[src/hw/rtl/mf_pkg.sv]
// Shared types and constants for the 3x3 median filter.
// No dependencies; imported by every module of the block but mf_ram.
package mf_pkg;

   // Window geometry
   localparam int WIN_ROWS = 3;
   localparam int WIN_COLS = 3;
   localparam int WIN_TAPS = WIN_ROWS * WIN_COLS;
   localparam int TAP_BITS = $clog2(WIN_TAPS);

   // Median network: nine layers of up to three disjoint compare-exchange ops
   localparam int SORT_LAYERS = 9;
   localparam int LAYER_SLOTS = 3;

   // Pair encoding {lo_index, hi_index}; equal indexes mean an empty slot
   localparam logic [2*TAP_BITS-1:0] PAIR_TABLE [SORT_LAYERS*LAYER_SLOTS] = '{
      8'h12, 8'h45, 8'h78,
      8'h01, 8'h34, 8'h67,
      8'h12, 8'h45, 8'h78,
      8'h03, 8'h58, 8'h47,
      8'h36, 8'h14, 8'h25,
      8'h47, 8'h00, 8'h00,
      8'h42, 8'h00, 8'h00,
      8'h64, 8'h00, 8'h00,
      8'h42, 8'h00, 8'h00
   };

   // Result path
   localparam int OUT_BITS    = 16;
   localparam int FIFO_DEPTH  = 16;
   localparam int CREDIT_BITS = $clog2(FIFO_DEPTH + 1);

   // Register map (index = byte address / 4)
   localparam logic REG_FRAME_WIDTH  = 1'b0;
   localparam logic REG_FRAME_HEIGHT = 1'b1;
   localparam int   FRAME_WIDTH_BITS  = 11;
   localparam int   FRAME_HEIGHT_BITS = 16;
   localparam logic [FRAME_WIDTH_BITS-1:0]  FRAME_WIDTH_RESET  = 11'd1024;
   localparam logic [FRAME_HEIGHT_BITS-1:0] FRAME_HEIGHT_RESET = 16'd1024;

   // Per-transaction control carried down the pipeline
   typedef struct packed {
      logic emit;
      logic border;
      logic last;
   } mf_tag_type;

endpackage

[src/hw/rtl/mf_window_col.sv]
// One column of the 3x3 window: three samples, shifted to the left neighbor.
// Depends on mf_pkg.
module mf_window_col #(
   parameter int PIXEL_BITS = 16
) (
   input  logic                  clock,
   input  logic                  reset,
   input  logic                  shift_en,
   input  logic [PIXEL_BITS-1:0] data_in  [mf_pkg::WIN_ROWS],
   output logic [PIXEL_BITS-1:0] data_out [mf_pkg::WIN_ROWS]
);
   import mf_pkg::*;

   logic [PIXEL_BITS-1:0] sample_ff [WIN_ROWS];

   always_ff @(posedge clock) begin
      if (reset) begin
         for (int r = 0; r < WIN_ROWS; r++) begin
            sample_ff[r] <= '0;
         end
      end else if (shift_en) begin
         for (int r = 0; r < WIN_ROWS; r++) begin
            sample_ff[r] <= data_in[r];
         end
      end
   end

   assign data_out = sample_ff;

endmodule

[config.mk]
export PLATFORM = sky130hd
export DESIGN_NAME = mf_window_col
export DESIGN_NICKNAME = d
export VERILOG_FILES = /design/src/hw/rtl/mf_pkg.sv /design/src/hw/rtl/mf_window_col.sv
export SDC_FILE = /design/constraint.sdc
export NUM_CORES = 1
export LEC_CHECK = 0
export CAP_MARGIN = 20
export CORE_UTILIZATION = 59
export CTS_CLUSTER_SIZE = 8
export DETAILED_ROUTE_END_ITERATION = 7
export DONT_BUFFER_PORTS = 1
export GPL_ROUTABILITY_DRIVEN = 1
export PLACE_DENSITY = 0.75
export SYNTH_ARGS = -nofsm -noshare
export SYNTH_HDL_FRONTEND = slang
export SYNTH_SLANG_ARGS = --single-unit
[constraint.sdc]
create_clock -name clock -period 1.1 [get_ports clock]
set_input_delay 0.165 -clock clock [delete_from_list [all_inputs] [get_ports clock]]
set_output_delay 0.165 -clock clock [all_outputs]
set_load 0.1 [all_outputs]
==> impl_metrics.py, run 1 <==
metrics = {
    "floorplanning": {
        "rows": 19,
        "die_w_um": 56.1,
        "die_y_um": 56.1,
        "start_util": 0.627,
        "io_pins": 99,
    },
    "status": {
        "stop_stage": "detailed placement",
        "toolErrorMsg": "[ERROR DPL-0033] detailed placement checks failed during check placement.",
        "outcome": "aborted with a tool error",
    },
    "synthesis": {
        "synth_top_area_frac": 0.556,
        "synth_cell_types": 8,
        "seq_area_frac_synth": 0.556,
        "synth_nets": 206,
        "mappedNetlistArea_um2": 1730,
        "synthCells": 155,
        "ys_warn_count": 0,
        "synth_top_cell_by_area": "dfxtp_1",
        "synth.area.top_cells": "dfxtp_1, mux2i_1, nor2_1",
        "ys_ff_latch": 48,
        "synth_area_per_cell_um2": 11.2,
    },
    "place": {
        "place.gp.congestion": 0.661,
        "dpl.hpwl_um": 4070,
        "io_buffers": 0,
    },
}
-- logic make-up after synthesis --
logic type             count (synthesis)  synth area share
multiplexers                          48             0.278
buffers and inverters                 11            0.0622
AND/OR/NAND/NOR                       48             0.104
flip-flops                            48             0.556
-- cells in the mapped netlist --
cell	number
buf_12	3
buf_2	2
buf_4	2
buf_6	1
clkbuf_1	3
dfxtp_1	48
mux2i_1	48
nor2_1	48
-- per-stage QoR --
| step | std cells | area (µm²) | worst slack, ns |
|---|---|---|---|
| after floorplan | 155 | 1790 | 0.178 |
| after global placement | 223 | 2680 | 0.431 |
==> inputs of run 2 (changes only) <==
--- a/config.mk
+++ b/config.mk
@@ -6,12 +6,11 @@
 export NUM_CORES = 1
 export LEC_CHECK = 0
 export CAP_MARGIN = 20
-export CORE_UTILIZATION = 59
-export CTS_CLUSTER_SIZE = 8
+export CORE_UTILIZATION = 40
 export DETAILED_ROUTE_END_ITERATION = 7
 export DONT_BUFFER_PORTS = 1
 export GPL_ROUTABILITY_DRIVEN = 1
-export PLACE_DENSITY = 0.75
+export PLACE_DENSITY_LB_ADDON = 0.15
 export SYNTH_ARGS = -nofsm -noshare
 export SYNTH_HDL_FRONTEND = slang
 export SYNTH_SLANG_ARGS = --single-unit
==> impl_metrics.py, run 2 <==
metrics = {
    "status": {
        "outcome": "finished, violations left",
        "failed_checks": "negative hold slack",
    },
    "setup_path": {
        "cp_slowest_cell": "dfxtp_2",
        "reg2reg_to": "data_out[25]$_SDFFE_PP0P_",
        "worstPathRequired_ns": 0.94,
        "arrival_ns": 0.84,
        "rrSetupSlack_ns": 0.43,
        "rr_worst_depth": 2,
        "r2r-start": "data_out[25]$_SDFFE_PP0P_",
        "startpoint": "data_out[11]$_SDFFE_PP0P_",
        "cp_num_cells": 1,
        "worst-setup-path-type": "reg2out",
        "worstPathMaxFanout": 2,
        "cp-end-kind": "output pin",
        "crit_family": "flip-flops",
        "path_cells": "buf_12",
        "cp.buffers_inverters": 1,
        "endpoint": "data_out[11]",
        "startpoint_type": "flip-flop",
        "slowest_delay_ns": 0.36,
    },
    "timing": {
        "setup_slack_ns": 0.0995,
        "finalHoldViolations": 48,
        "setup_viol": 0,
        "min_period_over_period": 0.910,
        "fmax_ghz": 1.00,
        "skew_ns": 0,
        "whs_ns": -0.0752,
        "fin_crit_ns": 1.00,
        "rsz0062_at_grt": "false",
        "worstMarginPinSlew_ns": 0.170,
        "slew_viol_final": 0,
        "final.setup.tns_ns": 0,
        "slew_headroom": 0.883,
    },
    "finish": {
        "stdcell_count": 250,
        "multi_input_area_um2": 661,
        "area_delta_synth_final_pct": 62.7,
        "regArea_um2": 1020,
        "final_nets": 250,
        "final_cell_mix": "mux2i_1, nor2_1, dfxtp_2, buf_12, clkbuf_8",
        "drive_above_1_share": 0.515,
        "post-route-util": 0.688,
        "largest_register_ffs": 48,
        "fin_area_um2": 2810,
        "num_antenna_cells": 0,
        "fillerInstances": 282,
    },
    "clock_tree": {
        "clkLatencyLatePin_ns": 0.29,
        "cts_max_level": 2,
        "cts.root.buffer_cell": "clkbuf_8",
        "cts_sinks": 48,
        "cts_tree": "done",
        "cts_buffer_depth": 2,
        "postCtsSetupRepairBufs": 0,
        "post_cts_resized": 0,
        "clkTransAtPathRegs_ns": 0.08,
        "cts_buffers": 5,
    },
    "place": {
        "dp_cells": 242,
        "dpl_cell_area_um2": 2710,
        "place.gp.congestion": 0.685,
        "io_buffers": 0,
        "dpl_worst_slack_ns": 0.416,
    },
    "power": {
        "power_mw": 4.52,
        "peakVddDrop_v": 0.000921,
        "power.leakage_nw": 1.25,
        "cellPowerDensity_nw_per_um2": 1610,
    },
    "floorplanning": {
        "io_pins": 99,
        "rows": 23,
        "dieArea_um2": 4590,
        "die_w_um": 67.8,
        "die_y_um": 67.8,
        "start_util": 0.423,
        "core_um2": 4090,
    },
    "drt": {
        "num_vias": 1248,
        "drt_first_pass_iters": 4,
        "drt_iter0_drc": 22,
        "wl_per_cell_um": 14.9,
        "via_per_inst": 4.99,
        "wirelength_um": 3720,
        "drc": 0,
        "ant_nets": 0,
    },
    "global_routing": {
        "grt_pass1_vias": 1226,
        "overflow": 0,
        "grt_max_degree": 49,
        "antenna_found_initial": 0,
        "grt_usage": 0.167,
        "grt_pass1_wl_um": 5530,
    },
    "synthesis": {
        "ys_ff_latch": 48,
        "synthFlopType": "dfxtp_1",
        "synth.area.top_cells": "dfxtp_1, mux2i_1, nor2_1",
        "synthCells": 155,
        "ys_warn_count": 0,
        "synth_top_cell_by_area": "dfxtp_1",
        "mappedNetlistArea_um2": 1730,
        "synthTopCellsByCount": "dfxtp_1, mux2i_1, nor2_1",
        "synth_edf_count": 0,
        "synth_cell_types": 8,
        "synth_top_area_frac": 0.556,
        "ys_async_sr_fraction": 0,
        "synth_nets": 206,
        "seq_area_frac_synth": 0.556,
        "synth_area_per_cell_um2": 11.2,
    },
    "min_path": {
        "hold_class": "in2reg",
        "min_delay_path_depth": 1,
    },
    "flow_run": {
        "drv_cap": 0,
    },
}
==> run 2: how the worst min path moves through the flow <==
| stage | startpoint | endpoint | slack (ns) |
|---|---|---|---|
| after floorplan | data_in[0] | data_out[0]$_SDFFE_PP0P_ | 0.31 |
| after detailed placement | reset | data_out[9]$_SDFFE_PP0P_ | 0.24 |
| final | reset | data_out[9]$_SDFFE_PP0P_ | -0.08 |
| after global placement | reset | data_out[12]$_SDFFE_PP0P_ | 0.23 |
| after CTS | reset | data_out[9]$_SDFFE_PP0P_ | -0.09 |
| after global routing | reset | data_out[9]$_SDFFE_PP0P_ | -0.09 |
==> run 2: metal layers <==
metal / global-route usage / up-vias / routed length, µm
li1: - / 594 / -
met2: 0.304 / 61 / 1980
met3: 0.0676 / 5 / 339
met1: 0.164 / 588 / 1340
met5: 0 / - / 0
met4: 0.0718 / 0 / 54
==> run 2: report_power, final <==
group / switching (mW) / internal, mW
clock network: 0.536 / 0.674
registers: 0.108 / 1.86
logic: 0.849 / 0.489
==> run 2: logic make-up after synthesis <==
| logic type | count (synthesis) | synth area share |
|---|---|---|
| buffers and inverters | 11 | 0.0622 |
| flip-flops | 48 | 0.556 |
| multiplexers | 48 | 0.278 |
| AND/OR/NAND/NOR | 48 | 0.104 |
==> run 2: area by class of cell <==
| type | instances | area share |
|---|---|---|
| repair buffers | 48 | 0.342 |
| multi-input cells | 96 | 0.235 |
| clock inverters | 2 | 0.0125 |
| flip-flops and latches | 48 | 0.363 |
| well taps | 50 | 0.0222 |
| clock buffers | 6 | 0.0258 |
No activity file was read; power rests on OpenSTA's default activity.
