[src/hw/rtl/mf_pkg.sv]
// Shared types and constants for the 3x3 median filter.
// No dependencies; imported by every module of the block but mf_ram.
package mf_pkg;

   // Window geometry
   localparam int WIN_ROWS = 3;
   localparam int WIN_COLS = 3;
   localparam int WIN_TAPS = WIN_ROWS * WIN_COLS;
   localparam int TAP_BITS = $clog2(WIN_TAPS);

   // Median network: nine layers of up to three disjoint compare-exchange ops
   localparam int SORT_LAYERS = 9;
   localparam int LAYER_SLOTS = 3;

   // Pair encoding {lo_index, hi_index}; equal indexes mean an empty slot
   localparam logic [2*TAP_BITS-1:0] PAIR_TABLE [SORT_LAYERS*LAYER_SLOTS] = '{
      8'h12, 8'h45, 8'h78,
      8'h01, 8'h34, 8'h67,
      8'h12, 8'h45, 8'h78,
      8'h03, 8'h58, 8'h47,
      8'h36, 8'h14, 8'h25,
      8'h47, 8'h00, 8'h00,
      8'h42, 8'h00, 8'h00,
      8'h64, 8'h00, 8'h00,
      8'h42, 8'h00, 8'h00
   };

   // Result path
   localparam int OUT_BITS    = 16;
   localparam int FIFO_DEPTH  = 16;
   localparam int CREDIT_BITS = $clog2(FIFO_DEPTH + 1);

   // Register map (index = byte address / 4)
   localparam logic REG_FRAME_WIDTH  = 1'b0;
   localparam logic REG_FRAME_HEIGHT = 1'b1;
   localparam int   FRAME_WIDTH_BITS  = 11;
   localparam int   FRAME_HEIGHT_BITS = 16;
   localparam logic [FRAME_WIDTH_BITS-1:0]  FRAME_WIDTH_RESET  = 11'd1024;
   localparam logic [FRAME_HEIGHT_BITS-1:0] FRAME_HEIGHT_RESET = 16'd1024;

   // Per-transaction control carried down the pipeline
   typedef struct packed {
      logic emit;
      logic border;
      logic last;
   } mf_tag_type;

endpackage

[src/hw/rtl/mf_sort_cell.sv]
// One layer of the median network: disjoint compare-exchanges, registered.
// Depends on mf_pkg (pair table, tag type).
module mf_sort_cell #(
   parameter int PIXEL_BITS = 16,
   parameter int LAYER      = 0
) (
   input  logic                      clock,
   input  logic                      reset,
   input  logic                      valid_in,
   input  mf_pkg::mf_tag_type        tag_in,
   input  logic [PIXEL_BITS-1:0]     center_in,
   input  logic [PIXEL_BITS-1:0]     vec_in  [mf_pkg::WIN_TAPS],
   output logic                      valid_out,
   output mf_pkg::mf_tag_type        tag_out,
   output logic [PIXEL_BITS-1:0]     center_out,
   output logic [PIXEL_BITS-1:0]     vec_out [mf_pkg::WIN_TAPS]
);
   import mf_pkg::*;

   logic                  valid_ff;
   mf_tag_type            tag_ff;
   logic [PIXEL_BITS-1:0] center_ff;
   logic [PIXEL_BITS-1:0] vec_ff [WIN_TAPS];
   logic [PIXEL_BITS-1:0] vec_in_sorted [WIN_TAPS];

   always_comb begin
      logic [2*TAP_BITS-1:0] pair;
      logic [TAP_BITS-1:0]   lo_sel;
      logic [TAP_BITS-1:0]   hi_sel;
      logic [PIXEL_BITS-1:0] a_val;
      logic [PIXEL_BITS-1:0] b_val;
      vec_in_sorted = vec_in;
      for (int s = 0; s < LAYER_SLOTS; s++) begin
         pair   = PAIR_TABLE[LAYER*LAYER_SLOTS + s];
         lo_sel = pair[2*TAP_BITS-1:TAP_BITS];
         hi_sel = pair[TAP_BITS-1:0];
         a_val  = vec_in_sorted[lo_sel];
         b_val  = vec_in_sorted[hi_sel];
         if (a_val > b_val) begin
            vec_in_sorted[lo_sel] = b_val;
            vec_in_sorted[hi_sel] = a_val;
         end
      end
   end

   always_ff @(posedge clock) begin
      if (reset) begin
         valid_ff <= 1'b0;
      end else begin
         valid_ff <= valid_in;
      end
   end

   always_ff @(posedge clock) begin
      tag_ff    <= tag_in;
      center_ff <= center_in;
      vec_ff    <= vec_in_sorted;
   end

   assign valid_out  = valid_ff;
   assign tag_out    = tag_ff;
   assign center_out = center_ff;
   assign vec_out    = vec_ff;

endmodule

[config.mk]
export PLATFORM = sky130hd
export DESIGN_NAME = mf_sort_cell
export DESIGN_NICKNAME = d
export VERILOG_FILES = /design/src/hw/rtl/mf_pkg.sv /design/src/hw/rtl/mf_sort_cell.sv
export SDC_FILE = /design/constraint.sdc
export NUM_CORES = 1
export LEC_CHECK = 0
export BUFFER_PORTS_ARGS = -buffer_cell sky130_fd_sc_hd__buf_4
export CORE_ASPECT_RATIO = 0.75
export CORE_MARGIN = 5
export CORE_UTILIZATION = 32
export CTS_CLUSTER_SIZE = 12
export DETAILED_ROUTE_END_ITERATION = 8
export GPL_ROUTABILITY_DRIVEN = 0
export GPL_TIMING_DRIVEN = 0
export SETUP_SLACK_MARGIN = 0.2
export SLEW_MARGIN = 20
export SYNTH_ARGS = -nofsm -noshare
export SYNTH_HDL_FRONTEND = slang
export SYNTH_SLANG_ARGS = --single-unit
[constraint.sdc]
create_clock -name clock -period 6.2 [get_ports clock]
set_clock_uncertainty 0.15 [all_clocks]
set_input_delay 0.31 -clock clock [delete_from_list [all_inputs] [get_ports clock]]
set_output_delay 0.31 -clock clock [all_outputs]
set_load 0.1 [all_outputs]
* After elaboration in Yosys (flattened, before gate mapping)
Index checks and enable logic that the tools add are counted.
Storage, ports and cells: output and inout port bits 164, memory bits (writable) 0, latch bits 0, input port bits 166, memories 0, flip-flop bits (word level) 164, bits in read-only memories 0
Cells by class: $mul 0, div/mod/pow operators 0, bitwise logic cells 0, order comparisons 3, equality and inequality tests 0, muxes and demuxes 3, $add $sub $neg 0, reduce and logical (&&, ||, !) cells 0, shifts and indexed selects 0
Operator list (number):
- 32-bit 2-to-1 mux | 3
- 16-bit > comparator | 3

* Logic depth before layout (Yosys ltp)
Gate-level depths: netlist of the first run.
depth in word-level cells 2, mapped depth 9, gate-level depth less buffers 7

* Least setup slack after synthesis of the first run
OpenSTA, ideal clock, no wires.
path kind input -> register, from input port vec_in[111] (netlist name), to register vec_ff (netlist bit vec_out[100]), arrival 1.995 ns, data required time 5.913 ns, path slack 3.918 ns, path buffers 1, stages on the path 8, path through inv_1 -> ha_1 -> nand4_2 -> o21bai_1 -> or3_1 -> clkbuf_1 -> o311ai_0 -> o211ai_1
RTL lines:
- start, declared | line mf_sort_cell.sv:12 | input logic [PIXEL_BITS-1:0] vec_in [mf_pkg::WIN_TAPS],
- end signal, assigned | line mf_sort_cell.sv:57 | vec_ff <= vec_in_sorted;
- end, declared | line mf_sort_cell.sv:23 | logic [PIXEL_BITS-1:0] vec_ff [WIN_TAPS];

==> results of run 1 <==
[logic make-up after synthesis]
logic type | synth area share
buf+inv | 0.07112
fa+ha+maj | 0.07637
simple gates | 0.2565
compound gates | 0.1785
flops | 0.4175
[layer usage]
metal  GRT usage  part of all wire  vias up
li1            -                 -     4370
met1      0.3200              0.43     4401
met2      0.3506              0.45      526
met3     0.06115             0.098       63
met4     0.07286             0.027        0
met5           0                 0        -
[cells in the mapped netlist (all sizes together)]
cell      n
or3       3
o311ai   96
inv      51
o211ai   48
a21o      3
dfxtp   164
nor2b     1
nor3      3
o21bai    3
nor4b    48
clkbuf   78
a21oi    18
nor2      6
ha       48
nor4     51
buf      15
o21ai     9
nand4     9
o21a      3
nand2    21
nand2b    3
nand3   192
and4      3
[cells in the final DEF (no fill, tap or decap), types with 48 or more instances in the layout]
master	netlist	routed
o311ai_1	64	64
dlygate4sd3_1	0	129
dfxtp_1	164	164
nor4b_1	48	48
buf_4	0	329
clkbuf_1	78	78
ha_1	48	48
nor4_1	48	48
o211ai_1	48	48
nand3_1	192	192
inv_1	51	51
[sequential cells by signal, indices dropped and copies added, names as in the netlist]
register	cells
tag_out	3
vec_out	144
center_out	16
valid_out	1
[path summary, 6_finish.rpt]
check                 depth (start not counted)       start  slack (ps)             endpoint
worst min-delay path                          3  vec_in[63]          20  vec_out[79]$_DFF_P_
worst max-delay path                         11  vec_in[78]        2740  vec_out[78]$_DFF_P_
[power breakdown]
| group | switching (mW) | internal (mW) |
|---|---|---|
| combinational | 1.13 | 0.416 |
| sequential | 0.0360 | 1.17 |
| clock | 0.490 | 0.700 |
[metrics by stage]
step	utilization	area, µm²	power (mW)	hold WS (ps)	worst slack, ps
after CTS	0.5265	12680	3.964	3.636	2830
after floorplan	-	7864	2.299	187.7	3918
after global routing	0.5266	12690	4.085	22.29	2586
final	0.5266	12690	3.942	21.02	2740
after global placement	0.4461	10750	2.677	264.1	3368
after detailed placement	0.4461	10750	2.679	265.5	3392
[layout make-up]
class                   count  area [µm²]
well taps                 331       414.1
repair buffers            458        3761
inverters                  51       191.4
plain buffers              93       367.9
fillers                  2223       11410
flip-flops and latches    164        3283
clock inverters            13       206.4
diodes                      1       2.502
multi-input cells         568        4021
clock buffers              18       439.2
[timing repair]
| action | CTS | global route |
|---|---|---|
| hold endpoints to repair | 104 | 0 |
| buffers inserted | 0 | 0 |
| hold buffers | 129 | 0 |
[worst max-delay path, stage by stage]
cell	delay, ps
dlygate4sd3_1	530
buf_4	150
ha_1	310
nand4_2	210
nor4_4	660
nand2_1	160
buf_2	230
buf_2	220
o311ai_1	110
nand3_1	130
dlygate4sd3_1	600
==> summary.txt, run 1 <==
STA
  • RSZ-0062 raised after global routing: false
  • F_max: 289.0 MHz
  • Worst slew pin tran: 663.9 ps
  • Fin Setup TNS: 0 ps
  • Final Critical Period: 3460 ps
  • Worst rel slew slack: 0.5574
  • Setup Viol. Count Final: 0
  • Fin. Hold Viols: 0
  • Tcrit/Tclk final: 0.5581
  • Slew Viols, Final: 0

GRT
  • Number of global-route vias before repair: 9004
  • Grt ovf: 0
  • Largest net degree at the start of global routing: 17
  • Initial antenna violation count: 1
  • Tot GR Track Use: 0.2307
  • Wire length of the first global-routing pass: 51.49 mm

Drt
  • Drt drc: 0
  • Vias: 9360
  • Drt first-iter violations: 900
  • Avg WL per Cell: 19.77 µm
  • WL final: 33.55 mm
  • Antenna-violating nets left: 0
  • Drt pass-1 iters: 5
  • Vias per cell: 5.516

Synthesis
  • Leading area contributor after synthesis: dfxtp_1
  • Synth area leaders: dfxtp_1 42%, nand3_1 12%, ha_1 7.6%
  • Synth Instances: 876
  • Syn Nets: 1090
  • #FFs+latches synth: 164
  • Post-synth cell types: 28
  • Yosys warns: 0
  • Syn Area/Cell: 8.977 µm²
  • Mapped Area: 0.007864 mm²
  • Top-area cell type share of the netlist area: 0.4175
  • Seq/Total Area, Yosys: 0.4175

Job
  • Max Cap Violations: 0

Clocking
  • CTS tree: done
  • Total CTS buffers: 17
  • Cts repair resizes: 0
  • CTS Buffer Depth: 2
  • Root buffer cell: clkbuf_16
  • Clock sink count: 164
  • H-tree Lvls: 4
  • Clock transition at path regs: 60 ps

Die
  • Row cnt: 49
  • Die area: 0.02784 mm²
  • Total I/O pin count: 330
  • DIE HEIGHT: 145.8 µm
  • Die Span X: 191.0 µm
  • Initial core utilization: 0.3264
  • Core footprint: 0.02409 mm²

Pwr
  • Power Density: 310.7 mW/mm²
  • Leakage: 5.538 nW
  • Worst vdd ir: 0.1900 mV

Placement
  • DP Cell Count: 1536
  • HPWL Detailed: 24.12 mm
  • IO buf count: 329

Critical path
  • Critical-path maximum fanout: 10
  • CP Capture Type: register
  • WP data arrival: 3620 ps
  • Critical Path RT: 6360 ps
  • Kind of critical path: in2reg
  • Startpoint types: primary input

Final layout
  • Layout cells sized above 1: 0.2806
  • Layout area overhead: 61.34%
  • Net count, final: 1567
  • Final instance count without filler cells: 1697

Hold path
  • Hold/Removal Path Class: in2reg

Run status
  • Outcome: complete, no violations
Power figures use the tool's default switching activity.
==> run 2: changes to the inputs <==
==> constraint.sdc (replaced) <==
create_clock -name clock -period 3.6 [get_ports clock]
set_clock_uncertainty 0.15 [all_clocks]
set_input_delay 0.18 -clock clock [delete_from_list [all_inputs] [get_ports clock]]
set_output_delay 0.18 -clock clock [all_outputs]
set_load 0.1 [all_outputs]
==> run 2 against run 1 <==
  * Power increased by 75%
  * Final area increased by 7.1%
  * Critical endpoint is now vec_out[116]$_DFF_P_
  * Highest routed layer unchanged
  * Global-route usage is 0.54 points higher
  * Critical path type unchanged
  * Combinational power grew 79%
==> summary.txt, run 2 (synthesis results as in run 1) <==
Die
  • DIE HEIGHT: 145.8 µm (unchanged)
  • Total I/O pin count: 330 (unchanged)
  • Die area: 0.02784 mm² (unchanged)
  • Initial core utilization: 0.3264 (unchanged)
  • Die Span X: 191.0 µm (unchanged)
  • Row cnt: 49 (unchanged)
  • Core footprint: 0.02409 mm² (unchanged)

Drt
  • Vias: 9750 (+4.2%)
  • Drt pass-1 iters: 5 (unchanged)
  • Avg WL per Cell: 19.27 µm (-2.5%)
  • Vias per cell: 5.450 (-1.2%)
  • WL final: 34.47 mm (+2.7%)
  • Drt drc: 0 (unchanged)
  • Drt first-iter violations: 930 (+3.3%)
  • Antenna-violating nets left: 0 (unchanged)

Final layout
  • Net count, final: 1658 (+5.8%)
  • Leading cell type in the layout, fill and taps excluded: buf_4
  • Layout cells sized above 1: 0.2720 (-0.008608)
  • Design Area, Final: 0.01359 mm² (+7.1%)
  • Most frequent cells in the layout: 337 x buf_4, 212 x dlygate4sd3_1, 192 x nand3_1, 164 x dfxtp_1, 75 x clkbuf_1
  • Fillcell total: 2133 (-4.0%)
  • Max reg flops: 144 (unchanged)
  • Layout area overhead: 72.87%

Critical path
  • Cell mode on critical path: dlygate4sd3_1
  • Startpoint types: primary input
  • WP data arrival: 3400 ps (-220 ps)
  • Kind of critical path: in2reg
  • Critical-path maximum fanout: 10 (unchanged)
  • Worst Setup EP: vec_out[116]$_DFF_P_
  • Start point of the critical path: vec_in[107]
  • Slowest stage delay, CP: 580 ps (-80 ps)
  • CP top delay family: buffers and inverters
  • Slowest-stage cell, CP: dlygate4sd3_1
  • Crit-path cells: dlygate4sd3_1, buf_4, inv_1, ha_1, a21oi_1, o21bai_1, or3_4, clkbuf_1, o311ai_0, nand3_1, dlygate4sd3_1
  • WP buf/inv: 5 (unchanged)
  • Logic depth of the worst path, buffers included: 11 (unchanged)
  • CP Capture Type: register
  • Critical Path RT: 3770 ps (-2590 ps)

Placement
  • HPWL Detailed: 24.12 mm (unchanged)
  • Placement Cell Area: 0.01075 mm² (unchanged)
  • IO buf count: 329 (unchanged)

Run status
  • Outcome: complete, no violations

GRT
  • Largest net degree at the start of global routing: 17 (unchanged)
  • Number of global-route vias before repair: 9391 (+4.3%)
  • Grt ovf: 0 (unchanged)
  • Initial antenna violation count: 2 (+1)
  • Wire length of the first global-routing pass: 52.90 mm (+2.7%)
  • Tot GR Track Use: 0.2361 (+0.005381)

STA
  • F_max: 309.8 MHz
  • Tcrit/Tclk final: 0.8967
  • Fin Setup TNS: 0 ps (unchanged)
  • Slew Viols, Final: 0 (unchanged)
  • RSZ-0062 raised after global routing: false
  • Worst rel slew slack: 0.5749 (+0.01752)
  • Setup Viol. Count Final: 0 (unchanged)
  • Worst slew pin tran: 637.6 ps (-26.29 ps)
  • Final Critical Period: 3228 ps
  • Fin. Hold Viols: 0 (unchanged)

Clocking
  • Clock sink count: 164 (unchanged)
  • Root buffer cell: clkbuf_16
  • H-tree Lvls: 4 (unchanged)
  • CTS tree: done
  • CTS Buffer Depth: 2 (unchanged)
  • Total CTS buffers: 17 (unchanged)
  • Clock transition at path regs: 70 ps (about the same)

Pwr
  • Leakage: 5.946 nW (+7.4%)
  • Worst vdd ir: 0.3300 mV (+74%)
  • Power Density: 508.0 mW/mm² (+63%)

Hold path
  • Hold/Removal Path Class: in2reg
  • Hold path cells: 3 (unchanged)

Job
  • Max Cap Violations: 0 (unchanged)
run 2: changes by cell type in the layout (fill, tap and decap cells not counted), sizes merged:
cell / change
buf: +8
diode: +1
dlygate4sd3: +83
run 2: layer usage:
layer  global-route usage  part of all wire  vias to the layer above
met5                    0                 0                        -
met4              0.07897             0.029                        0
met3              0.06019             0.091                       72
met2               0.3626              0.45                      558
met1               0.3240              0.43                     4561
li1                     -                 -                     4559
run 2: metrics by stage:
step,hold WS [ps],worst slack [ps],utilization,total power [mW],cells
2_1_floorplan,57.72,1448,-,3.959,876
3_3_place_gp,134.1,898.5,0.4461,4.611,1536
3_5_place_dp,135.5,921.9,0.4461,4.613,1536
4_1_cts,9.928,282.7,0.5609,6.930,1779
5_1_grt,39.25,202.9,0.5642,7.152,1789
6_report,30.28,371.8,0.5642,6.906,1789
run 2: worst min path at each step:
| stage | from | end | slack (ps) |
|---|---|---|---|
| after floorplan | center_in[0] | center_out[0]$_DFF_P_ | 60 |
| after global placement | vec_in[90] | vec_out[90]$_DFF_P_ | 130 |
| after detailed placement | vec_in[41] | vec_out[41]$_DFF_P_ | 140 |
| after CTS | vec_in[49] | vec_out[49]$_DFF_P_ | 10 |
| after global routing | vec_in[49] | vec_out[49]$_DFF_P_ | 40 |
| final | vec_in[49] | vec_out[49]$_DFF_P_ | 30 |
run 2: power by group:
part | total, mW | internal, mW | switching (mW)
combinational | 2.78 | 0.806 | 1.98
sequential | 2.07 | 2.01 | 0.0616
clock | 2.05 | 1.21 | 0.848
run 2: final cells by class:
cell class,count,area (µm²),area share
diodes,2,5.005,0.0003682
plain buffers,93,371.6,0.02734
flip-flops and latches,164,3283,0.2415
repair buffers,549,4652,0.3422
well taps,331,414.1,0.03046
clock buffers,18,439.2,0.03231
clock inverters,13,206.4,0.01519
multi-input cells,568,4031,0.2965
inverters,51,191.4,0.01408
run 2: what timing repair did:
item	in CTS	in global routing
resized for setup	0	10
hold buffers	212	0
hold endpoints to repair	164	0
setup buffers	0	8
setup endpoints to repair	0	46
