--- config.mk ---
export PLATFORM = sky130hd
export DESIGN_NAME = mf_out_fifo
export DESIGN_NICKNAME = d
export VERILOG_FILES = /design/src/hw/rtl/mf_pkg.sv /design/src/hw/rtl/mf_out_fifo.sv
export SDC_FILE = /design/constraint.sdc
export NUM_CORES = 1
export LEC_CHECK = 0
export BUFFER_PORTS_ARGS = -buffer_cell sky130_fd_sc_hd__buf_2
export CAP_MARGIN = 20
export CORE_MARGIN = 4
export CORE_UTILIZATION = 49
export DETAILED_ROUTE_END_ITERATION = 16
export PLACE_DENSITY = 0.65
export SLEW_MARGIN = 20
export SYNTH_ARGS = -nofsm -noshare
export SYNTH_HDL_FRONTEND = slang
export SYNTH_SLANG_ARGS = --single-unit
export TNS_END_PERCENT = 30
--- constraint.sdc ---
create_clock -name clock -period 3.46 [get_ports clock]
set_input_delay 0.692 -clock clock [delete_from_list [all_inputs] [get_ports clock]]
set_output_delay 0.692 -clock clock [all_outputs]
set_load 0.01 [all_outputs]
--- src/hw/rtl/mf_pkg.sv ---
// Shared types and constants for the 3x3 median filter.
// No dependencies; imported by every module of the block but mf_ram.
package mf_pkg;

   // Window geometry
   localparam int WIN_ROWS = 3;
   localparam int WIN_COLS = 3;
   localparam int WIN_TAPS = WIN_ROWS * WIN_COLS;
   localparam int TAP_BITS = $clog2(WIN_TAPS);

   // Median network: nine layers of up to three disjoint compare-exchange ops
   localparam int SORT_LAYERS = 9;
   localparam int LAYER_SLOTS = 3;

   // Pair encoding {lo_index, hi_index}; equal indexes mean an empty slot
   localparam logic [2*TAP_BITS-1:0] PAIR_TABLE [SORT_LAYERS*LAYER_SLOTS] = '{
      8'h12, 8'h45, 8'h78,
      8'h01, 8'h34, 8'h67,
      8'h12, 8'h45, 8'h78,
      8'h03, 8'h58, 8'h47,
      8'h36, 8'h14, 8'h25,
      8'h47, 8'h00, 8'h00,
      8'h42, 8'h00, 8'h00,
      8'h64, 8'h00, 8'h00,
      8'h42, 8'h00, 8'h00
   };

   // Result path
   localparam int OUT_BITS    = 16;
   localparam int FIFO_DEPTH  = 16;
   localparam int CREDIT_BITS = $clog2(FIFO_DEPTH + 1);

   // Register map (index = byte address / 4)
   localparam logic REG_FRAME_WIDTH  = 1'b0;
   localparam logic REG_FRAME_HEIGHT = 1'b1;
   localparam int   FRAME_WIDTH_BITS  = 11;
   localparam int   FRAME_HEIGHT_BITS = 16;
   localparam logic [FRAME_WIDTH_BITS-1:0]  FRAME_WIDTH_RESET  = 11'd1024;
   localparam logic [FRAME_HEIGHT_BITS-1:0] FRAME_HEIGHT_RESET = 16'd1024;

   // Per-transaction control carried down the pipeline
   typedef struct packed {
      logic emit;
      logic border;
      logic last;
   } mf_tag_type;

endpackage

--- src/hw/rtl/mf_out_fifo.sv ---
// Result queue in front of the rsp channel; never pushed when full.
// Depends on mf_pkg (FIFO_DEPTH).
module mf_out_fifo #(
   parameter int WIDTH = 17
) (
   input  logic             clock,
   input  logic             reset,
   input  logic             push,
   input  logic [WIDTH-1:0] push_data,
   output logic             pop_valid,
   input  logic             pop_ready,
   output logic [WIDTH-1:0] pop_data
);
   import mf_pkg::*;

   localparam int PTR_BITS = $clog2(FIFO_DEPTH);

   logic [WIDTH-1:0]       mem_ff [FIFO_DEPTH];
   logic [PTR_BITS-1:0]    wr_ptr_ff;
   logic [PTR_BITS-1:0]    rd_ptr_ff;
   logic [CREDIT_BITS-1:0] count_ff;
   logic [CREDIT_BITS-1:0] count_in;
   logic                   pop;

   assign pop_valid = (count_ff != '0);
   assign pop       = pop_valid && pop_ready;
   assign pop_data  = mem_ff[rd_ptr_ff];
   assign count_in  = count_ff + CREDIT_BITS'(push) - CREDIT_BITS'(pop);

   always_ff @(posedge clock) begin
      if (reset) begin
         wr_ptr_ff <= '0;
         rd_ptr_ff <= '0;
         count_ff  <= '0;
      end else begin
         if (push) begin
            wr_ptr_ff <= wr_ptr_ff + PTR_BITS'(1);
         end
         if (pop) begin
            rd_ptr_ff <= rd_ptr_ff + PTR_BITS'(1);
         end
         count_ff <= count_in;
      end
   end

   always_ff @(posedge clock) begin
      if (push) begin
         mem_ff[wr_ptr_ff] <= push_data;
      end
   end

endmodule

Word level (Yosys, flattened, before mapping)
Memories as Yosys holds them, arrays and structs flattened. A register that Yosys moved wholly into a read port is not among the register bits.
Cells that the tools add are included.
- bits in registers: 13
- bits in writable memories: 272
- bits of input ports: 21
- output and inout port bits: 18
- logic and storage cells: 14
- memories: 1
- memories (memory ; depth ; width ; read ports ; clocked after Yosys merged registers in ; write ports ; line ; RTL):
    mem_ff ; 16 ; 17 ; 1 ; 1 ; 1 ; mf_out_fifo.sv:18 ; logic [WIDTH-1:0] mem_ff [FIFO_DEPTH];
- add/subtract/negate cells: 4
- multiplexer cells: 4
- reductions and logical operators: 2
- operators with widths (kind ; count):
    4-bit by 1-bit adder with 4-bit output (second input constant) ; 2
    4-bit two-way mux ; 2
    5-bit by 1-bit adder with 5-bit output ; 1
    5-bit nonzero test ; 1
    5-bit by 1-bit subtractor with 5-bit output ; 1
    1-bit two-way mux ; 2
    1-bit logical AND ; 1

Depth between registers and ports, before layout
Gate-level depths: netlist of run 1.
- depth in word-level cells: 4
- gate-level depth with buffers: 14
- depth with buffers taken out: 13

Worst setup path before layout of run 1
OpenSTA, ideal clock, no wires.
- path kind: reg-to-reg
- from: reg count_ff[3]
- to: reg count_ff[4]
- setup time: 0.070 ns
- data arrival time: 2.799 ns
- data required time: 3.390 ns
- slack: 0.591 ns
- cell stages (with the launch flop): 15
- path buffers: 1
- period minus slack after synthesis: 2.869 ns
- cells stage by stage: dfxtp_1 -> inv_1 -> ha_1 -> or4b_1 -> clkbuf_1 -> nand2_1 -> inv_1 -> ha_1 -> inv_1 -> ha_1 -> fa_1 -> a21oi_1 -> nor2_1 -> or3_1 -> a21oi_1
- cells in the longest elaborated chain, start to end: 3
- elaborated cells between the ends (all ways): 4
- classes of those cells: add/sub: 2; reduce/logical: 2
- ends and longest elaborated chain (what ; line ; RTL):
    from (decl) ; mf_out_fifo.sv:21 ; logic [CREDIT_BITS-1:0] count_ff;
    from (signal assigned) ; mf_out_fifo.sv:42 ; count_ff <= count_in;
    5-bit nonzero test ; mf_out_fifo.sv:25 ; assign pop_valid = (count_ff != '0);
    net pop_valid ; mf_out_fifo.sv:10 ; output logic pop_valid,
    1-bit logical AND ; mf_out_fifo.sv:26 ; assign pop = pop_valid && pop_ready;
    5-bit by 1-bit subtractor with 5-bit output ; mf_out_fifo.sv:28 ; assign count_in = count_ff + CREDIT_BITS'(push) - CREDIT_BITS'(pop);
The timed path passes the listed nets, and every way through them passes these cells.
A chain may end at the register's enable or synchronous reset.

==> flow_metrics.env, run 1 <==
export IMPL_status="completed"
export IMPL_die_w_um=159
export IMPL_cts_tree="built"
export IMPL_fmax_ghz=0.315
export IMPL_grt_max_degree=56
export IMPL_cts_resized=0
export IMPL_syn2layout_area_growth_pct=14.0
export IMPL_slew_limit_headroom_pct=54.4
export IMPL_path_clk_slew_ns=0.06
export IMPL_initial_core_util_pct=50.3
export IMPL_post_cts_buffers=0
export IMPL_grt_setup_unrepaired="false"
export IMPL_routed_wl_um=21700
export IMPL_finalPower_uw=8400
export IMPL_post_route_drc_count=0
export IMPL_fin_cells=891
export IMPL_fillCellCount=1600
export IMPL_syn_nets=552
export IMPL_dpl_cell_count=840
export IMPL_synth_cell_types=31
export IMPL_ant_nets=0
export IMPL_dieArea_mm2=0.0252
export IMPL_routabilityCongestion=0.715
export IMPL_vias_per_cell=5.82
export IMPL_setup_violations=0
export IMPL_antenna_found_initial=0
export IMPL_synth_seq_area_share_pct=76.5
export IMPL_synth_cells=519
export IMPL_fin_crit_sh_pct=91.8
export IMPL_wl_per_cell_um=24.3
export IMPL_layout_commonest_cell="edfxtp_1"
export IMPL_worstPathArrival_ns=2.48
export IMPL_ff_latch_area_mm2=0.00851
export IMPL_rows=54
export IMPL_hold_buffers=0
export IMPL_final_nets=624
export IMPL_cap_viol_max_count=0
export IMPL_clock_skew_ns=0.00953
export IMPL_dp_hpwl_um=12900
export IMPL_drt_iter0_markers=367
export IMPL_tightest_slew_ns=0.684
export IMPL_cts_path_max_buffers=3
export IMPL_worstSetupPathType="flip-flop to output port"
export IMPL_core_mm2=0.0221
export IMPL_min_path_type="flip-flop to flip-flop"
export IMPL_io_pins=39
export IMPL_syn_area_mm2=0.0111
export IMPL_cp_data_required_time_ns=2.77
export IMPL_syn_area_per_cell_um2=21.4
export IMPL_ir_drop_uv=384
export IMPL_final_hold_viol_count=0
export IMPL_io_buffer_count=38
export IMPL_die_y_um=159
export IMPL_drt_pass1_iter_count=6
export IMPL_ys_warn_count=0
export IMPL_ys_seq_elements=289
export IMPL_finalMaxSlewViolations=0
export IMPL_grt_pass1_wl_um=33500
export IMPL_pwr_density_cell_mw_per_mm2=662
export IMPL_layout_drive_gt1_share_pct=27.8
export IMPL_diodes=0
export IMPL_via_count=5189
export IMPL_grt_use_total_pct=18.1
export IMPL_finalSetupTns_ns=0
export IMPL_final_cell_mix="272 x edfxtp_1, 58 x mux4_2, 38 x buf_2"
export IMPL_cp_start_kind="flip-flop"
export IMPL_cts_root_buf="clkbuf_16"
export IMPL_period_needed_ns=3.18
export IMPL_numCtsBuffers=29
export IMPL_grt_ovfl_total=0
export IMPL_path_max_fanout=22
export IMPL_endpoint_kind="output port"
export IMPL_insertion_delay_ns=0.52
export IMPL_multi_input_area_mm2=0.00243
export IMPL_grt_pass1_vias=5515
export IMPL_p_leak_uw=0.00417
export IMPL_cts_sinks=289
export IMPL_htreeDepth=1
-- sequential cells by signal, indices dropped and copies added, names as in the netlist, named ones only --
name,flops
mem_ff,272
count_ff,5
rd_ptr_ff,4
wr_ptr_ff,4
-- worst max-delay path: stages (launching register included) --
cell     delay [ns]
dfxtp_4        0.62
buf_12         0.27
mux4_1         0.57
a22oi_1        0.25
nand2_1        0.10
buf_2          0.14
-- cell families (layout without fill, tap and decap cells) --
logic type / count (synthesis) / count (layout) / share of synthesized area, %
adder cells (fa/ha/maj): 12 / 12 / 1.42
flip-flops: 289 / 289 / 76.5
buffers and inverters: 35 / 127 / 1.68
AO/OA/AOI/OAI: 40 / 40 / 2.59
XOR/XNOR: 9 / 9 / 0.709
AND/OR/NAND/NOR: 65 / 65 / 2.92
multiplexers: 69 / 69 / 14.2
-- path summary, 6_finish.rpt --
kind	endpoint	cells past startpoint	slack, ns	start
setup / recovery	pop_data[13]	5	0.28	flip-flop
hold / removal	flip-flop	2	0.50	rd_ptr_ff[1]
setup reg to reg	count_ff[4]	13	0.38	count_ff[3]
hold reg to reg	flip-flop	2	0.50	rd_ptr_ff[1]
-- power breakdown --
group,internal [uW],total [uW],switching (uW)
logic,771,1440,667
clock network,1740,2960,1220
registers,3910,4000,91.0
-- synth_stat cells --
cell type | n | area share (%)
buf_2 | 7 | 0.31
fa_1 | 1 | 0.18
xor2_1 | 6 | 0.47
a21oi_1 | 4 | 0.18
and3_1 | 2 | 0.11
nand4_1 | 1 | 0.056
mux4_2 | 58 | 12
buf_1 | 1 | 0.034
clkbuf_1 | 14 | 0.47
or4b_1 | 1 | 0.090
or3_1 | 1 | 0.056
buf_8 | 2 | 0.27
nor2_1 | 13 | 0.44
nor3b_1 | 1 | 0.068
ha_1 | 11 | 1.2
nor2b_1 | 4 | 0.22
inv_1 | 9 | 0.30
nand2_1 | 21 | 0.71
xnor2_1 | 3 | 0.24
mux4_1 | 10 | 2.4
a22oi_1 | 34 | 2.3
and2_1 | 17 | 0.96
mux2i_1 | 1 | 0.090
nand3_1 | 3 | 0.13
a21o_1 | 1 | 0.068
buf_12 | 1 | 0.18
and3b_1 | 1 | 0.079
o21ai_0 | 1 | 0.045
buf_6 | 1 | 0.10
edfxtp_1 | 272 | 73
dfxtp_1 | 17 | 3.1
-- cell type report --
class                      count  area share (%)
inverter                       9           0.266
tap                          280            2.76
clock buffer                  31            5.78
multi-input combinational    195            19.2
sequential                   289            67.1
timing repair buffer          67            3.51
clock inverter                20            1.35
-- metal layers --
layer / up-vias / part of all wire [%] / global-route usage, %
met5: - / 0 / 0
met4: 0 / 1.4 / 3.53
met3: 26 / 4.9 / 2.50
met2: 129 / 50 / 30.2
met1: 2755 / 43 / 26.0
li1: 2279 / - / -
-- metrics by stage --
stage	worst slack, ns	hold slack (ns)	utilization [%]	cell area (um^2)
floorplan	0.591	0.455	-	11100
global placement	0.581	0.486	53.3	11800
detailed placement	0.395	0.493	53.3	11800
CTS	0.234	0.477	57.4	12700
global route	0.116	0.515	57.4	12700
finish	0.285	0.503	57.4	12700
No activity file was read; power rests on OpenSTA's default activity.
==> run 2: changes to the inputs <==
--- a/config.mk
+++ b/config.mk
@@ -5,6 +5,7 @@
 export SDC_FILE = /design/constraint.sdc
 export NUM_CORES = 1
 export LEC_CHECK = 0
+export ABC_AREA = 1
 export BUFFER_PORTS_ARGS = -buffer_cell sky130_fd_sc_hd__buf_2
 export CAP_MARGIN = 20
 export CORE_MARGIN = 4
==> run 2 against run 1 <==
  * Worst hold slack got worse by 0.063 ns
  * Sequential share of layout area fell by 6.6 points
  * Design area is 11% higher
  * Core utilization down 1.4 points
  * Power rose by 4.1%
  * Combinational power increased by 21%
  * Largest cell class unchanged
==> flow_metrics.env, run 2 <==
export IMPL_io_pins=39
export IMPL_grt_max_degree=137
export IMPL_dp_hpwl_um=15600
export IMPL_cts_sinks=289
export IMPL_hold_buffers=0
export IMPL_final_cell_mix="380 x nand2_1, 272 x edfxtp_1, 220 x inv_1"
export IMPL_drt_pass1_iter_count=5
export IMPL_endpoint_kind="output port"
export IMPL_multi_input_area_mm2=0.00289
export IMPL_final_hold_viol_count=0
export IMPL_die_y_um=168
export IMPL_syn_area_per_cell_um2=10.2
export IMPL_clock_skew_ns=0.00601
export IMPL_hp_start="reset"
export IMPL_p_comb_share_pct=19.9
export IMPL_cts_resized=0
export IMPL_pwr_density_cell_mw_per_mm2=622
export IMPL_grt_pass1_wl_um=44400
export IMPL_cts_path_max_buffers=3
export IMPL_cap_viol_max_count=0
export IMPL_synth_common_cells="380 x nand2_1, 272 x edfxtp_1, 220 x inv_1"
export IMPL_htreeDepth=1
export IMPL_synth_cell_types=22
export IMPL_dieArea_mm2=0.0281
export IMPL_layout_commonest_cell="nand2_1"
export IMPL_grt_pass1_vias=7763
export IMPL_worstReg2RegEnd="count_ff[4]"
export IMPL_slew_limit_headroom_pct=53.0
export IMPL_path_max_fanout=52
export IMPL_finalPower_uw=8740
export IMPL_path_clk_slew_ns=0.06
export IMPL_synthArstFlopShare_pct=0
export IMPL_syn2layout_area_growth_pct=12.7
export IMPL_r2r_start="count_ff[3]"
export IMPL_period_needed_ns=2.99
export IMPL_finalSetupTns_ns=0
export IMPL_ys_warn_count=0
export IMPL_fillCellCount=2160
export IMPL_wl_per_cell_um=17.5
export IMPL_fin_crit_sh_pct=86.4
export IMPL_cp_start_kind="flip-flop"
export IMPL_synthFlopType="edfxtp_1"
export IMPL_antenna_found_initial=3
export IMPL_grt_setup_unrepaired="false"
export IMPL_post_route_drc_count=0
export IMPL_reg2reg_depth=15
export IMPL_largest_reg_flops=272
export IMPL_final_nets=1292
export IMPL_clockPowerShare_pct=34.9
export IMPL_worstPathArrival_ns=2.30
export IMPL_ant_nets=0
export IMPL_status="completed"
export IMPL_p_leak_uw=0.00605
export IMPL_worstSetupPathType="flip-flop to output port"
export IMPL_cp_data_required_time_ns=2.77
export IMPL_ff2ff_setup_slack_ns=1.05
export IMPL_ir_drop_uv=390
export IMPL_ff_latch_area_mm2=0.00851
export IMPL_syn_area_mm2=0.0125
export IMPL_p_sw_uw=2470
export IMPL_tightest_slew_ns=0.704
export IMPL_synth_edf_count=272
export IMPL_ys_seq_elements=289
export IMPL_setup_violations=0
export IMPL_sequentialPowerShare_pct=45.1
export IMPL_cts_tree="built"
export IMPL_synth_most_common_cell="nand2_1"
export IMPL_grt_use_total_pct=20.1
export IMPL_core_mm2=0.0251
export IMPL_synth_cells=1219
export IMPL_rows=58
export IMPL_top_register="mem_ff"
export IMPL_via_count=8148
export IMPL_synth_top_cell_by_area="edfxtp_1"
export IMPL_routed_wl_um=28300
export IMPL_vias_per_cell=5.05
export IMPL_swShare_pct=28.3
export IMPL_initial_core_util_pct=49.7
export IMPL_numCtsBuffers=29
export IMPL_grt_ovfl_total=0
export IMPL_largestRegisters="mem_ff (272), count_ff (5)"
export IMPL_worstHoldEndpoint="count_ff[1]"
export IMPL_layout_drive_gt1_share_pct=10.3
export IMPL_min_path_type="primary input to flip-flop"
export IMPL_synth_area_top_cells="edfxtp_1 65%, nand2_1 11%, nand3_1 8.3%, inv_1 6.6%, dfxtp_1 2.7%"
export IMPL_routabilityCongestion=0.742
export IMPL_io_buffer_count=38
export IMPL_finalMaxSlewViolations=0
export IMPL_whs_path_depth=2
export IMPL_syn_nets=1252
export IMPL_drt_iter0_markers=706
export IMPL_p_int_uw=6270
export IMPL_insertion_delay_ns=0.54
export IMPL_synth_top_cell_area_share_pct=65.5
export IMPL_fmax_ghz=0.334
export IMPL_die_w_um=168
export IMPL_synth_seq_area_share_pct=68.2
export IMPL_cts_root_buf="clkbuf_16"
export IMPL_post_cts_buffers=0
==> run 2: cell families after synthesis <==
family	after synthesis	share of synthesized area, %
AOI/OAI and AO/OA	11	0.482
xor gates and xnor gates	3	0.211
adders and majority gates	12	1.26
buffers and inverters	280	8.93
DFF	289	68.2
and+or+nand+nor	624	20.9
==> run 2: per-stage QoR <==
step                      cells  setup slack (ns)  instance area [um^2]  utilization [%]  hold WS [ns]
after floorplan            1219              1.18                 12500                -         0.471
after global placement     1558             0.934                 13100             52.2         0.499
final                      1614             0.470                 14100             56.0         0.440
after detailed placement   1558             0.921                 13100             52.2         0.504
after CTS                  1612             0.443                 14100             56.0         0.426
after global routing       1612             0.277                 14100             56.0         0.445
==> run 2: power groups by stage <==
stage	logic (uW)	registers (uW)	clock network, uW
finish	1740	3950	3050
CTS	1770	3950	3110
floorplan	1250	4000	0
global route	1980	3950	3270
detailed placement	1750	4020	0
global placement	1730	4020	0
==> run 2: routing by layer <==
| layer | GRT usage, % | vias to the layer above | wire length (um) |
|---|---|---|---|
| met2 | 33.1 | 205 | 13600 |
| li1 | - | 3999 | - |
| met3 | 2.95 | 31 | 1870 |
| met1 | 28.9 | 3909 | 12500 |
| met5 | 0 | - | 21 |
| met4 | 4.38 | 4 | 358 |
==> run 2: area by class of cell <==
type | instances | share of cell area [%]
multi-input cells | 650 | 20.6
clock inverters | 14 | 0.854
inverters | 224 | 6.00
flip-flops and latches | 289 | 60.6
diodes | 2 | 0.0356
repair buffers | 65 | 3.24
well taps | 330 | 2.94
clock buffers | 40 | 5.82
==> run 2: worst max-delay path by stage <==
stage / startpoint / to / slack [ns] / cells after the start
final: flip-flop / pop_data[12] / 0.47 / 8
after floorplan: pop_ready / count_ff[4] / 1.18 / 11
after global placement: pop_ready / count_ff[4] / 0.93 / 12
after CTS: flip-flop / pop_data[5] / 0.44 / 9
after detailed placement: pop_ready / count_ff[4] / 0.92 / 12
after global routing: flip-flop / pop_data[5] / 0.28 / 9
==> run 2: worst max-delay path, stage by stage (launching register included) <==
cell	delay, ns
dfxtp_4	0.36
inv_4	0.41
buf_12	0.31
nand2_1	0.08
nand3_1	0.08
nand3_1	0.09
nand3_1	0.12
nand2_1	0.09
buf_2	0.15
